**src/sv/lcg_draw_candidate_check_top_defines.svh**
```systemverilog
// assertion macros for the lcg draw candidate check block
// used by lcg_draw_candidate_check_top, expects clk and arst_n in scope
`ifndef LCG_DRAW_CANDIDATE_CHECK_TOP_DEFINES_SVH
`define LCG_DRAW_CANDIDATE_CHECK_TOP_DEFINES_SVH
`ifndef NO_ASSERTIONS
`define LCGC_ASSERT_IMPL(name, ante, cons, msg) \
	name: assert property (@(posedge clk) disable iff (!arst_n) (ante) |-> (cons)) \
		else $error(msg);
`define LCGC_ASSERT_NEXT(name, ante, cons, msg) \
	name: assert property (@(posedge clk) disable iff (!arst_n) (ante) |=> (cons)) \
		else $error(msg);
`else
`define LCGC_ASSERT_IMPL(name, ante, cons, msg)
`define LCGC_ASSERT_NEXT(name, ante, cons, msg)
`endif
`endif

```
**src/sv/lcgc_pkg.sv**
```systemverilog
// shared constants and types for the lcg draw candidate check block
// no dependencies
package lcgc_pkg;

	localparam int POOL_SIZE      = 80;
	localparam int DRAW_COUNT     = 20;
	localparam int KNOWN_LOW_BITS = 21;

	localparam int STATE_W     = 48;
	localparam int HIGH_W      = 27;
	localparam int IN_TDATA_W  = 32;
	localparam int OUT_TDATA_W = 56;

	localparam int LCG_MUL_W = 35;
	localparam logic [LCG_MUL_W-1:0] LCG_MUL = 35'h5DEECE66D;
	localparam logic [STATE_W-1:0]   LCG_ADD = 48'hB;
	localparam int DRAW_SHIFT = 17;

	localparam int MUL_HALF   = STATE_W / 2;
	localparam int MUL_PHASES = 3;
	localparam logic [MUL_HALF-1:0] LCG_ML = LCG_MUL[MUL_HALF-1:0];
	localparam logic [MUL_HALF-1:0] LCG_MH = MUL_HALF'(LCG_MUL >> MUL_HALF);

	localparam int TOP_W      = STATE_W - DRAW_SHIFT;
	localparam int DIV_BITS   = 8;
	localparam int DIV_CHUNKS = (TOP_W + DIV_BITS - 1) / DIV_BITS;
	localparam int TOP_PAD_W  = DIV_CHUNKS * DIV_BITS;

	localparam int IDX_W = $clog2(POOL_SIZE);
	localparam int VAL_W = $clog2(POOL_SIZE + 1);
	localparam int K_W   = $clog2(DRAW_COUNT + 1);
	localparam int CNT_W = $clog2((DIV_CHUNKS > MUL_PHASES) ? DIV_CHUNKS : MUL_PHASES);

	localparam int CFG_AW     = 2;
	localparam int CFG_DW     = 64;
	localparam int TGT_LOW_W  = 64;
	localparam int TGT_HIGH_W = 16;

	localparam logic [CFG_AW-1:0] CFG_LOW_STATE   = 2'd0;
	localparam logic [CFG_AW-1:0] CFG_TARGET_LOW  = 2'd1;
	localparam logic [CFG_AW-1:0] CFG_TARGET_HIGH = 2'd2;

	// multiplier passes: low x low, high x low, low x high
	localparam logic [CNT_W-1:0] MUL_LL = 2'd0;
	localparam logic [CNT_W-1:0] MUL_HL = 2'd1;
	localparam logic [CNT_W-1:0] MUL_LH = 2'd2;

	typedef struct packed {
		logic             load;
		logic             mul_en;
		logic [CNT_W-1:0] cnt;
		logic             div_en;
		logic             div_first;
		logic             div_last;
		logic             chk;
	} lcgc_cmd_t;

	typedef struct packed {
		logic miss;
		logic last_draw;
	} lcgc_sts_t;

	typedef struct packed {
		logic [STATE_W-1:0] full_state;
		logic [K_W-1:0]     depth;
		logic               matched;
	} lcgc_res_t;

endpackage

```
**src/sv/lcg_draw_candidate_check_top.sv**
```systemverilog
// lcg draw candidate check, top level: controller, datapath and output register
// each item examines 1 to 20 draws, stopping at the first draw outside the target set
// each draw: 3 passes of the shared 24x24 multiplier, chunked remainder, ram read, check
// one item at a time; the next item is accepted only after the previous result is loaded
// reset clears config registers to zero and all control state; no clearing pass
`include "lcg_draw_candidate_check_top_defines.svh"
module lcg_draw_candidate_check_top (
	input  logic                                clk,
	input  logic                                arst_n,
	input  logic                                s_tvalid,
	output logic                                s_tready,
	input  logic [lcgc_pkg::IN_TDATA_W-1:0]     s_tdata,   // high_state_bits
	output logic                                m_tvalid,
	input  logic                                m_tready,
	output logic [lcgc_pkg::OUT_TDATA_W-1:0]    m_tdata,   // matched, reject_depth, full_state
	input  logic                                cfg_we,
	input  logic [lcgc_pkg::CFG_AW-1:0]         cfg_addr,
	input  logic [lcgc_pkg::CFG_DW-1:0]         cfg_wdata
);

	lcgc_pkg::lcgc_cmd_t cmd;
	lcgc_pkg::lcgc_sts_t sts;
	lcgc_pkg::lcgc_res_t res;

	logic                             out_free;
	logic                             out_load;
	logic                             m_tvalid_q;
	logic [lcgc_pkg::OUT_TDATA_W-1:0] m_tdata_q;

	assign out_free = !m_tvalid_q || m_tready;

	lcgc_ctrl u_ctrl (
		.clk      (clk),
		.arst_n   (arst_n),
		.in_valid (s_tvalid),
		.out_free (out_free),
		.sts      (sts),
		.cmd      (cmd),
		.ready    (s_tready),
		.out_load (out_load)
	);

	lcgc_dp u_dp (
		.clk       (clk),
		.arst_n    (arst_n),
		.cfg_we    (cfg_we),
		.cfg_addr  (cfg_addr),
		.cfg_wdata (cfg_wdata),
		.in_high   (s_tdata[lcgc_pkg::HIGH_W-1:0]),
		.cmd       (cmd),
		.sts       (sts),
		.res       (res)
	);

	always_ff @(posedge clk or negedge arst_n) begin
		if (!arst_n) begin
			m_tvalid_q <= 1'b0;
		end else if (out_load) begin
			m_tvalid_q <= 1'b1;
		end else if (m_tready) begin
			m_tvalid_q <= 1'b0;
		end
	end

	always_ff @(posedge clk) begin
		if (out_load) begin
			m_tdata_q <= lcgc_pkg::OUT_TDATA_W'(res);
		end
	end

	assign m_tvalid = m_tvalid_q;
	assign m_tdata  = m_tdata_q;

	`LCGC_ASSERT_NEXT(a_busy_after_accept, s_tvalid && s_tready, !s_tready, "item accepted while busy")
	`LCGC_ASSERT_IMPL(a_no_overwrite, out_load, !m_tvalid || m_tready, "result overwritten")
	`LCGC_ASSERT_IMPL(a_match_depth, m_tvalid, m_tdata[0] == (m_tdata[5:1] == lcgc_pkg::K_W'(lcgc_pkg::DRAW_COUNT)), "match flag and depth disagree")

endmodule

```
**src/sv/lcgc_ram.sv**
```systemverilog
// generic ram, one write port and two registered read ports
// no dependencies
module lcgc_ram #(
	parameter int WIDTH = 8,
	parameter int DEPTH = 16
) (
	input  logic                     clk,
	input  logic                     we,
	input  logic [$clog2(DEPTH)-1:0] waddr,
	input  logic [WIDTH-1:0]         wdata,
	input  logic [$clog2(DEPTH)-1:0] ra_addr,
	input  logic [$clog2(DEPTH)-1:0] rb_addr,
	output logic [WIDTH-1:0]         ra_data,
	output logic [WIDTH-1:0]         rb_data
);

	logic [WIDTH-1:0] mem [DEPTH];

	always_ff @(posedge clk) begin
		if (we) begin
			mem[waddr] <= wdata;
		end
		ra_data <= mem[ra_addr];
		rb_data <= mem[rb_addr];
	end

endmodule

```
**src/sv/lcgc_dp.sv**
```systemverilog
// datapath: config registers, lcg state, shared multiplier, remainder unit, permutation
// depends on lcgc_pkg and lcgc_ram
module lcgc_dp (
	input  logic                             clk,
	input  logic                             arst_n,
	input  logic                             cfg_we,
	input  logic [lcgc_pkg::CFG_AW-1:0]      cfg_addr,
	input  logic [lcgc_pkg::CFG_DW-1:0]      cfg_wdata,
	input  logic [lcgc_pkg::HIGH_W-1:0]      in_high,
	input  lcgc_pkg::lcgc_cmd_t              cmd,
	output lcgc_pkg::lcgc_sts_t              sts,
	output lcgc_pkg::lcgc_res_t              res
);

	logic [lcgc_pkg::KNOWN_LOW_BITS-1:0] low_bits_q;
	logic [lcgc_pkg::TGT_LOW_W-1:0]      tgt_low_q;
	logic [lcgc_pkg::TGT_HIGH_W-1:0]     tgt_high_q;

	logic [lcgc_pkg::STATE_W-1:0]   s_q;
	logic [lcgc_pkg::STATE_W-1:0]   acc_q;
	logic [lcgc_pkg::STATE_W-1:0]   start_q;
	logic [lcgc_pkg::K_W-1:0]       k_q;
	logic [lcgc_pkg::TOP_PAD_W-1:0] div_sh_q;
	logic [lcgc_pkg::IDX_W-1:0]     rem_q;
	logic [lcgc_pkg::IDX_W-1:0]     j_q;
	logic [lcgc_pkg::POOL_SIZE-1:0] vld_q;
	logic [lcgc_pkg::K_W-1:0]       depth_q;
	logic                           matched_q;

	logic [lcgc_pkg::STATE_W-1:0]   start;
	logic [lcgc_pkg::MUL_HALF-1:0]  mul_a;
	logic [lcgc_pkg::MUL_HALF-1:0]  mul_b;
	logic [lcgc_pkg::STATE_W-1:0]   prod;
	logic [lcgc_pkg::STATE_W-1:0]   prod_sh;
	logic [lcgc_pkg::VAL_W-1:0]     span;
	logic [lcgc_pkg::TOP_PAD_W-1:0] div_src;
	logic [lcgc_pkg::IDX_W-1:0]     rem_nxt;
	logic [lcgc_pkg::IDX_W:0]       trial;
	logic [lcgc_pkg::IDX_W-1:0]     j_nxt;
	logic [lcgc_pkg::IDX_W-1:0]     k_idx;
	logic [lcgc_pkg::VAL_W-1:0]     ram_j;
	logic [lcgc_pkg::VAL_W-1:0]     ram_k;
	logic [lcgc_pkg::VAL_W-1:0]     val_j;
	logic [lcgc_pkg::VAL_W-1:0]     val_k;
	logic [lcgc_pkg::POOL_SIZE-1:0] tgt;
	logic [lcgc_pkg::IDX_W-1:0]     tgt_idx;
	logic                           finish;

	assign start = lcgc_pkg::STATE_W'({in_high, low_bits_q});

	// mod 2^48 product from three 24x24 passes
	assign mul_a   = (cmd.cnt == lcgc_pkg::MUL_HL) ? s_q[lcgc_pkg::STATE_W-1:lcgc_pkg::MUL_HALF]
	                                               : s_q[lcgc_pkg::MUL_HALF-1:0];
	assign mul_b   = (cmd.cnt == lcgc_pkg::MUL_LH) ? lcgc_pkg::LCG_MH : lcgc_pkg::LCG_ML;
	assign prod    = mul_a * mul_b;
	assign prod_sh = {prod[lcgc_pkg::MUL_HALF-1:0], {lcgc_pkg::MUL_HALF{1'b0}}};

	// remainder of (s >> 17) by span, one chunk of bits per cycle
	assign span    = lcgc_pkg::VAL_W'(lcgc_pkg::POOL_SIZE) - lcgc_pkg::VAL_W'(k_q);
	assign div_src = cmd.div_first
	               ? lcgc_pkg::TOP_PAD_W'(s_q[lcgc_pkg::STATE_W-1:lcgc_pkg::DRAW_SHIFT])
	               : div_sh_q;

	always_comb begin
		rem_nxt = cmd.div_first ? '0 : rem_q;
		trial   = '0;
		for (int i = 0; i < lcgc_pkg::DIV_BITS; i++) begin
			trial = {rem_nxt, div_src[lcgc_pkg::TOP_PAD_W-1-i]};
			if (trial >= (lcgc_pkg::IDX_W+1)'(span)) begin
				trial = trial - (lcgc_pkg::IDX_W+1)'(span);
			end
			rem_nxt = trial[lcgc_pkg::IDX_W-1:0];
		end
	end

	assign j_nxt = lcgc_pkg::IDX_W'(k_q) + rem_nxt;
	assign k_idx = lcgc_pkg::IDX_W'(k_q);

	lcgc_ram #(
		.WIDTH (lcgc_pkg::VAL_W),
		.DEPTH (lcgc_pkg::POOL_SIZE)
	) u_perm (
		.clk     (clk),
		.we      (cmd.chk),
		.waddr   (j_q),
		.wdata   (val_k),
		.ra_addr (j_q),
		.rb_addr (k_idx),
		.ra_data (ram_j),
		.rb_data (ram_k)
	);

	// entries not yet written hold the identity value
	assign val_j = vld_q[j_q]   ? ram_j : lcgc_pkg::VAL_W'(j_q) + lcgc_pkg::VAL_W'(1);
	assign val_k = vld_q[k_idx] ? ram_k : lcgc_pkg::VAL_W'(k_idx) + lcgc_pkg::VAL_W'(1);

	assign tgt     = {tgt_high_q, tgt_low_q};
	assign tgt_idx = lcgc_pkg::IDX_W'(val_j - lcgc_pkg::VAL_W'(1));

	assign sts.miss      = !tgt[tgt_idx];
	assign sts.last_draw = (k_q == lcgc_pkg::K_W'(lcgc_pkg::DRAW_COUNT - 1));
	assign finish        = sts.miss || sts.last_draw;

	always_ff @(posedge clk or negedge arst_n) begin
		if (!arst_n) begin
			low_bits_q <= '0;
			tgt_low_q  <= '0;
			tgt_high_q <= '0;
			k_q        <= '0;
			vld_q      <= '0;
		end else begin
			if (cfg_we) begin
				unique case (cfg_addr)
					lcgc_pkg::CFG_LOW_STATE: begin
						low_bits_q <= cfg_wdata[lcgc_pkg::KNOWN_LOW_BITS-1:0];
					end
					lcgc_pkg::CFG_TARGET_LOW: begin
						tgt_low_q <= cfg_wdata[lcgc_pkg::TGT_LOW_W-1:0];
					end
					lcgc_pkg::CFG_TARGET_HIGH: begin
						tgt_high_q <= cfg_wdata[lcgc_pkg::TGT_HIGH_W-1:0];
					end
					default: begin
					end
				endcase
			end
			if (cmd.load) begin
				k_q   <= '0;
				vld_q <= '0;
			end else if (cmd.chk) begin
				vld_q[j_q] <= 1'b1;
				if (!finish) begin
					k_q <= k_q + lcgc_pkg::K_W'(1);
				end
			end
		end
	end

	always_ff @(posedge clk) begin
		if (cmd.load) begin
			s_q     <= start;
			start_q <= start;
		end else if (cmd.mul_en) begin
			case (cmd.cnt)
				lcgc_pkg::MUL_LL: acc_q <= prod;
				lcgc_pkg::MUL_HL: acc_q <= acc_q + prod_sh;
				default:          s_q   <= acc_q + prod_sh + lcgc_pkg::LCG_ADD;
			endcase
		end
		if (cmd.div_en) begin
			div_sh_q <= div_src << lcgc_pkg::DIV_BITS;
			rem_q    <= rem_nxt;
			if (cmd.div_last) begin
				j_q <= j_nxt;
			end
		end
		if (cmd.chk && finish) begin
			depth_q   <= sts.miss ? k_q : lcgc_pkg::K_W'(lcgc_pkg::DRAW_COUNT);
			matched_q <= !sts.miss;
		end
	end

	assign res.full_state = start_q;
	assign res.depth      = depth_q;
	assign res.matched    = matched_q;

endmodule

```
**src/sv/lcgc_ctrl.sv**
```systemverilog
// controller: sequences multiply, remainder, read and check steps for each draw
// depends on lcgc_pkg
module lcgc_ctrl (
	input  logic                clk,
	input  logic                arst_n,
	input  logic                in_valid,
	input  logic                out_free,
	input  lcgc_pkg::lcgc_sts_t sts,
	output lcgc_pkg::lcgc_cmd_t cmd,
	output logic                ready,
	output logic                out_load
);

	typedef enum logic [2:0] {
		ST_IDLE,
		ST_MUL,
		ST_DIV,
		ST_RD,
		ST_CHK,
		ST_FIN
	} state_t;

	state_t                       state_q;
	logic [lcgc_pkg::CNT_W-1:0]   cnt_q;

	always_ff @(posedge clk or negedge arst_n) begin
		if (!arst_n) begin
			state_q <= ST_IDLE;
			cnt_q   <= '0;
		end else begin
			unique case (state_q)
				ST_IDLE: begin
					cnt_q <= '0;
					if (in_valid) begin
						state_q <= ST_MUL;
					end
				end
				ST_MUL: begin
					if (cnt_q == lcgc_pkg::CNT_W'(lcgc_pkg::MUL_PHASES - 1)) begin
						cnt_q   <= '0;
						state_q <= ST_DIV;
					end else begin
						cnt_q <= cnt_q + lcgc_pkg::CNT_W'(1);
					end
				end
				ST_DIV: begin
					if (cnt_q == lcgc_pkg::CNT_W'(lcgc_pkg::DIV_CHUNKS - 1)) begin
						cnt_q   <= '0;
						state_q <= ST_RD;
					end else begin
						cnt_q <= cnt_q + lcgc_pkg::CNT_W'(1);
					end
				end
				ST_RD: begin
					state_q <= ST_CHK;
				end
				ST_CHK: begin
					cnt_q <= '0;
					if (sts.miss || sts.last_draw) begin
						state_q <= ST_FIN;
					end else begin
						state_q <= ST_MUL;
					end
				end
				ST_FIN: begin
					if (out_free) begin
						state_q <= ST_IDLE;
					end
				end
				default: begin
					state_q <= ST_IDLE;
				end
			endcase
		end
	end

	assign ready    = (state_q == ST_IDLE);
	assign out_load = (state_q == ST_FIN) && out_free;

	always_comb begin
		cmd.load      = (state_q == ST_IDLE) && in_valid;
		cmd.mul_en    = (state_q == ST_MUL);
		cmd.cnt       = cnt_q;
		cmd.div_en    = (state_q == ST_DIV);
		cmd.div_first = (state_q == ST_DIV) && (cnt_q == '0);
		cmd.div_last  = (state_q == ST_DIV)
		             && (cnt_q == lcgc_pkg::CNT_W'(lcgc_pkg::DIV_CHUNKS - 1));
		cmd.chk       = (state_q == ST_CHK);
	end

endmodule

```
**config.mk**
```make
export PLATFORM = sky130hd
export DESIGN_NAME = lcg_draw_candidate_check_top
export DESIGN_NICKNAME = d
export VERILOG_FILES = /design/src/sv/lcgc_pkg.sv /design/src/sv/lcg_draw_candidate_check_top.sv /design/src/sv/lcgc_ram.sv /design/src/sv/lcgc_dp.sv /design/src/sv/lcgc_ctrl.sv
export VERILOG_INCLUDE_DIRS = /design/src /design/src/sv
export SDC_FILE = /design/constraint.sdc
export NUM_CORES = 2
export LEC_CHECK = 0
export ABC_AREA = 1
export BUFFER_PORTS_ARGS = -buffer_cell sky130_fd_sc_hd__buf_2
export CORE_MARGIN = 4
export CORE_UTILIZATION = 30
export DETAILED_ROUTE_END_ITERATION = 12
export PLACE_DENSITY = 0.44
export SLEW_MARGIN = 20
export SYNTH_ARGS = -nofsm -noshare
export SYNTH_HDL_FRONTEND = slang
export SYNTH_SLANG_ARGS = --single-unit
```
**constraint.sdc**
```tcl
create_clock -name clk -period 21.9 [get_ports clk]
set_clock_uncertainty 0.1 [all_clocks]
set_input_delay 1.095 -clock clk [delete_from_list [all_inputs] [get_ports clk]]
set_output_delay 1.095 -clock clk [all_outputs]
set_load 0.01 [all_outputs]
```
* Yosys cells after proc, flatten, opt, wreduce, memory -nomap -nowiden
Memory sizes are Yosys's and may differ from the RTL's. A register that Yosys moved wholly into a read port is not among the register bits.
Index checks and enable logic that the tools add are counted.
** Storage, ports and cells
- Register bits :: 434
- Bits in latches :: 0
- Bits in writable memories :: 560
- Memory bits (read-only) :: 0
- Input port bits :: 103
- Output and inout port bits :: 58
- Word-level logic and storage cells :: 140
- Memories kept :: 1
** Memories
- u_dp.u_perm.mem :: words 80, width 7, read ports 2, clocked after memory_dff 2, wr ports 1, line lcgc_ram.sv:17 : logic [WIDTH-1:0] mem [DEPTH];
** Operators by class
- $add $sub $neg :: 17
- Multipliers :: 1
- Div/mod/pow operators :: 0
- Order comparisons :: 12
- Equality and inequality tests :: 17
- Shifts and indexed selects :: 0
- Muxes and demuxes :: 44
- Bitwise gates (word level) :: 2
- Reduce and logical (&&, ||, !) cells :: 28
** Operators by type and width (count)
- $mux 80 :: 2
- $mux 48 :: 3
- $pmux 48 s2 :: 1
- $or 80x80->80 :: 1
- $mux 7 :: 11
- $ge 8x7->1 :: 8
- $sub 7x7->7 :: 8
- $add 48x4->48 const B :: 1
- $add 48x48->48 :: 1
- $mul 24x24->48 :: 1
- $mux 24 :: 2
- $mux 32 :: 1
- $pmux 3 s6 :: 1
- $lt 7x8->1 const B :: 2
- $mux 3 :: 5
- $mux 5 :: 3
- $bmux 1 s7 :: 2
- $reduce_and 2->1 :: 6
- $lt 5x8->1 const B :: 1
- $mux 1 :: 8
- $ne 2x1->1 const B :: 4
- $reduce_bool 2->1 :: 4
- $add 5x7->7 :: 1
- $add 7x1->7 const B :: 1
- 27 further kinds :: 43

* Logic depth before layout (Yosys ltp)
- Depth in word-level cells :: 20
- Depth in mapped cells :: 109
- Gate-level depth less buffers :: 105

* Hierarchy
From an unflattened synthesis, not the netlist that was laid out.
** Unflattened totals
- Cell total of the unflattened synthesis :: 7516
- Area total of the unflattened synthesis :: 66593.9 um^2
** Modules (own cells, without submodules)
- lcgc_dp :: times used 1, cells each 4201, area an instance 35910.7 um^2, sequential area each 10299.9 um^2
- lcgc_ram :: times used 1, cells each 3189, area an instance 28559.9 um^2, sequential area each 17096.4 um^2
- lcg_draw_candidate_check_top :: times used 1, cells each 62, area an instance 1685.4 um^2, sequential area each 1646.6 um^2
- lcgc_ctrl :: times used 1, cells each 64, area an instance 437.9 um^2, sequential area each 125.1 um^2

* Least setup slack after synthesis
OpenSTA, ideal clock, no wires.
- Kind :: reg2reg
- Start :: register u_dp.k_q[0] in the netlist's numbering
- End :: register u_dp.j_q[6] in the netlist's numbering, data pin
- Setup time :: 253 ps
- Arrival :: 16154 ps
- Data required time :: 21547 ps
- Setup slack :: 5393 ps
- Cell stages (with the launch flop) :: 90
- Buffers on the path :: 4
- Path through :: dfrtp_1 clkinv_1 clkbuf_1 clkbuf_1 buf_1 ha_1 a21oi_1 nor2_1 ha_1 nand2_1 nor2_1 nand3_1 nand2_1 nor2_4 nand2_2 clkinv_2 o21ai_0 ha_1 (+54 left out) o311ai_0 inv_1 nand3_4 mux2i_1 fa_1 a221o_1 a21oi_1 o21bai_1 a211oi_1 nand3_4 mux2i_1 ha_1 fa_1 nand3_1 nand2_1 a21o_1 nand3_1 nand2_1
** Between the ends
- Cells in the longest elaborated chain, start to end :: 18
** RTL lines
- from (decl) :: line lcgc_dp.sv:22 : logic [lcgc_pkg::K_W-1:0] k_q;
- from (signal assigned) :: line lcgc_dp.sv:133 : k_q <= k_q + lcgc_pkg::K_W'(1);
- $sub 7x5->7 * :: line lcgc_dp.sv:59 : assign span = lcgc_pkg::VAL_W'(lcgc_pkg::POOL_SIZE) - lcgc_pkg::VAL_W'(k_q);
- $sub 7x7->7 / $ge 8x7->1 (equally long branches) :: line lcgc_dp.sv:70, lcgc_dp.sv:69
- $mux 7 :: line lcgc_dp.sv:69 : if (trial >= (lcgc_pkg::IDX_W+1)'(span)) begin
- $sub 7x7->7 / $ge 8x7->1 (equally long branches) :: line lcgc_dp.sv:70, lcgc_dp.sv:69
- $mux 7 :: line lcgc_dp.sv:69
- $sub 7x7->7 / $ge 8x7->1 (equally long branches) :: line lcgc_dp.sv:70, lcgc_dp.sv:69
- $mux 7 :: line lcgc_dp.sv:69
- $sub 7x7->7 / $ge 8x7->1 (equally long branches) :: line lcgc_dp.sv:70, lcgc_dp.sv:69
- (+4 left out)
- $mux 7 :: line lcgc_dp.sv:69
- $sub 7x7->7 / $ge 8x7->1 (equally long branches) :: line lcgc_dp.sv:70, lcgc_dp.sv:69
- $mux 7 :: line lcgc_dp.sv:69
- $ge 8x7->1 :: line lcgc_dp.sv:69
- $mux 7 * :: line lcgc_dp.sv:69
- via u_dp.trial (one bit) :: line lcgc_dp.sv:38 : logic [lcgc_pkg::IDX_W:0] trial;
- $add 5x7->7 * :: line lcgc_dp.sv:76 : assign j_nxt = lcgc_pkg::IDX_W'(k_q) + rem_nxt;
- via u_dp.j_nxt (one bit) :: line lcgc_dp.sv:39 : logic [lcgc_pkg::IDX_W-1:0] j_nxt;
- to (signal assigned) :: line lcgc_dp.sv:154 : j_q <= j_nxt;
- to (decl) :: line lcgc_dp.sv:25 : logic [lcgc_pkg::IDX_W-1:0] j_q;
Mark *: on every way through the listed nets, which the timed path passes. The rest lies on a longest branch.
A chain may end at the register's enable or synchronous reset.

* Worst setup path after layout
- Start :: register u_dp.k_q[3] in the netlist's numbering
- End :: register u_dp.j_q[5] in the netlist's numbering, data pin
** Between the ends
- Cells in the longest elaborated chain, start to end :: 18
** RTL lines (line)
- $sub 7x5->7 * :: lcgc_dp.sv:59
- $sub 7x7->7 / $ge 8x7->1 (equally long branches) :: lcgc_dp.sv:70, lcgc_dp.sv:69
- $mux 7 :: lcgc_dp.sv:69
- $sub 7x7->7 / $ge 8x7->1 (equally long branches) :: lcgc_dp.sv:70, lcgc_dp.sv:69
- $mux 7 :: lcgc_dp.sv:69
- $sub 7x7->7 / $ge 8x7->1 (equally long branches) :: lcgc_dp.sv:70, lcgc_dp.sv:69
- $mux 7 :: lcgc_dp.sv:69
- $sub 7x7->7 / $ge 8x7->1 (equally long branches) :: lcgc_dp.sv:70, lcgc_dp.sv:69
- (+4 left out)
- $mux 7 :: lcgc_dp.sv:69
- $ge 8x7->1 / $sub 7x7->7 (equally long branches) :: lcgc_dp.sv:69, lcgc_dp.sv:70
- $mux 7 :: lcgc_dp.sv:69
- $sub 7x7->7 / $ge 8x7->1 (equally long branches) :: lcgc_dp.sv:70, lcgc_dp.sv:69
- $mux 7 * :: lcgc_dp.sv:69
- via u_dp.trial (one bit) :: lcgc_dp.sv:38
- $add 5x7->7 * :: lcgc_dp.sv:76
- via u_dp.j_nxt (one bit) :: lcgc_dp.sv:39
Marked as above.

==> metrics.md <==
| Metric | Value |
|---|---|
| Number of global-route vias before repair | `about 45,000` |
| Total gr overflow | `0` |
| DR vias | `between 40,000 and 50,000` |
| Crit path kind | `flop to flop` |
| Slew @ Worst Pin | `around 1100 ps` |
| Layout cells sized above 1 | `0.0876` |
| CTS buffer count | `between 100 and 150` |
| Drt first pass iters | `6` |
| Core Rows | `about 160` |
| Vias per Instance | `between 4 and 5` |
| Final cycle utilization of the critical path | `0.847` |
| CP Launch Type | `flop` |
| Postcts setup bufs | `0` |
| DR iter-0 viols | `3,609` |
| # DRC | `0` |
| Global-route usage over all layers | `0.192` |
| Largest net degree at the start of global routing | `between 100 and 150` |
| TritonCTS clock tree | `built` |
| Synth Cell Area | `slightly above 0.06 mm²` |
| Starting density of the core | `0.303` |
| Post-route ant nets | `0` |
| CP Data Required Time | `~22,000 ps` |
| Slew margin rel. | `0.246` |
| Clock transition at path regs | `around 70 ps` |
| WP data arrival | `18,950 ps` |
| Clock Latency Late Sink | `760 ps` |
| Met1 Use GR | `0.266` |
| RSZ-0062 raised after global routing | `false` |
| First-pass GRT wire length | `302 mm` |
| Fmax | `roughly 54 MHz` |
| Max Fanout on Critical Path | `17` |
| H-tree depth | `3` |
| Placer Congestion | `between 0.8 and 0.9` |
| Hold buffer count at CTS | `0` |
| GR peak layer | `met2` |
| Fill cells | `about 20,000` |
| Post-synth EDFFs | `about 800` |
| Final wirelength | `about 200 mm` |
| Core area | `about 0.20 mm²` |
| Worst hold-check path type | `primary input to asynchronous set/reset pin` |
| Tmin final | `between 15,000 and 20,000 ps` |
| Yosys warning total | `0` |
| Final slew viol count | `0` |
| Nets | `between 6,000 and 7,000` |
| Die area | `~0.21 mm²` |
| Element type at the critical path end | `flop` |
| Ys async rst share | `0.190` |
| MaxCap Viol Count | `0` |
| Initial antenna violation count | `8` |
| Die Y | `around 460 µm` |
| Fin. Hold Viols | `0` |
| Setup violators final | `0` |
| Final setup TNS | `0 ps` |
| Slowest CP cell | `nor2_1` |
| Ys flop type | `edfxtp_1` |
| Outcome | `completed` |
| GR Layer Usage met3 | `0.0216` |
| Die W | `between 400 and 500 µm` |
| Area Overhead vs Synth | `12.7%` |
| Maximum clock insertion buffer count | `3` |
| # IOs | `about 160` |
| Most used cell, CP | `nand2_1` |
| Clk sinks | `roughly 1,000` |
| Post_cts resized | `0` |
| PortBufs | `153` |
| Synthesized instance count | `5,967` |
| Unique masters post-synth | `between 60 and 70` |
| Post-DP HPWL | `144 mm` |
| Seq cells post-synth | `just over 1,000` |
| Crit-path max cell delay | `approximately 820 ps` |
| Seq/Total Area, Yosys | `0.481` |
| Avg Inst Size Synth | `10.2 µm²` |
| Met2 GRT Util | `0.323` |
| Wire per inst | `about 23 µm` |
| Clock root cell | `clkbuf_16` |
[logic make-up after synthesis]
| kind of cell | Yosys count | share of synthesized area |
|---|---|---|
| muxes | 14 | 0.00235 |
| other | 1 | 0.0000618 |
| xor gates and xnor gates | 130 | 0.0188 |
| buffers and inverters | 1075 | 0.0678 |
| and+or+nand+nor | 2027 | 0.142 |
| adders and majority gates | 699 | 0.187 |
| DFF | 1008 | 0.481 |
| AOI/OAI and AO/OA | 1013 | 0.101 |
[synthesized netlist by cell type (73+ instances only)]
cell type / n / share of area
nand3_1: 243 / 0.020
inv_1: 824 / 0.051
nand2_1: 1005 / 0.062
xor2_1: 87 / 0.013
ha_1: 349 / 0.072
a221oi_1: 73 / 0.011
edfxtp_1: 802 / 0.40
nor2_1: 561 / 0.035
nand4_1: 85 / 0.0088
clkbuf_1: 168 / 0.010
fa_1: 350 / 0.12
dfrtp_1: 192 / 0.079
a21oi_1: 270 / 0.022
o21ai_0: 403 / 0.033
[final cells by class]
type / instances / area, µm² / share of cell area
flip-flops and latches: 1008 / 29200 / 0.426
clock buffers: 158 / 3030 / 0.0444
inverters: 854 / 3220 / 0.0471
clock inverters: 47 / 628 / 0.00918
well taps: 2656 / 3320 / 0.0486
diodes: 3 / 7.51 / 0.000110
repair buffers: 245 / 1470 / 0.0214
multi-input cells: 3887 / 27600 / 0.403
[placed cells by master (no fill, tap or decap), drive strengths merged, types with 5 or more instances in the layout]
cell type	instances
ha	349
nand2	1032
dfrtp	192
o2111ai	13
bufinv	13
a22o	35
o21a	26
nor3	25
nand4	85
clkinv	38
o21bai	14
edfxtp	802
xnor2	43
a21oi	272
a221oi	73
o211ai	24
nor2	568
nor4	12
mux2i	12
xor2	87
buf	245
a31oi	10
a211oi	9
clkbuf	158
o221ai	20
o31ai	8
inv	846
dfxtp	14
o22ai	16
o2bb2ai	5
nand3	260
fa	350
o21ai	412
a22oi	58
or2	34
nand3b	6
[worst paths after layout]
kind / startpoint / endpoint / slack [ps] / cells past startpoint
setup / recovery: u_dp.k_q[3] / u_dp.j_q[5] / 3350 / 97
hold / removal: arst_n / u_dp.vld_q[62] / 240 / 1
setup reg to reg: u_dp.k_q[3] / u_dp.j_q[5] / 3350 / 97
hold reg to reg: u_dp.start_q[12] / m_tdata[18] / 300 / 0
max in group asynchronous: arst_n / u_dp.tgt_low_q[18] / 19240 / 3
min in group clk: u_dp.start_q[12] / m_tdata[18] / 300 / 0
[layer usage]
metal / routed length (µm) / part of all wire
met5: 0 / 0
met4: 5100 / 0.025
met3: 8700 / 0.043
met2: 97700 / 0.48
met1: 92000 / 0.45
[metrics by stage]
step / utilization / worst slack, ps / hold WS [ps] / instances / area, µm²
CTS: 0.341 / 3330 / 275 / 8855 / 68400
global placement: 0.323 / 3560 / 302 / 8650 / 64700
detailed placement: 0.323 / 3370 / 305 / 8650 / 64700
global route: 0.341 / 1450 / 259 / 8856 / 68400
floorplan: - / 5390 / 300 / 5970 / 60700
finish: 0.341 / 3350 / 237 / 8858 / 68400
[critical path, delay by kind of cell (launching register included)]
| kind | cells | cell delay (ps) |
|---|---|---|
| flops | 1 | 680 |
| buf+inv | 13 | 1570 |
| fa+ha+maj | 9 | 3480 |
| mux | 2 | 580 |
| simple gates | 42 | 5320 |
| compound gates | 31 | 6540 |
[state kept, by name, indices dropped and copies added (netlist names), 5 cells and up]
signal               flops
m_tdata                 54
u_dp.acc_q              48
u_dp.depth_q             5
u_dp.div_sh_q           24
u_dp.j_q                 7
u_dp.k_q                 5
u_dp.low_bits_q         21
u_dp.rem_q               7
u_dp.s_q                48
u_dp.start_q            48
u_dp.tgt_high_q         16
u_dp.tgt_low_q          64
u_dp.u_perm.mem        560
u_dp.u_perm.ra_data      7
u_dp.u_perm.rb_data      7
u_dp.vld_q              80
Power is not shown: default switching activity piles up to over one toggle a cycle in this logic, so the estimate is an artifact.
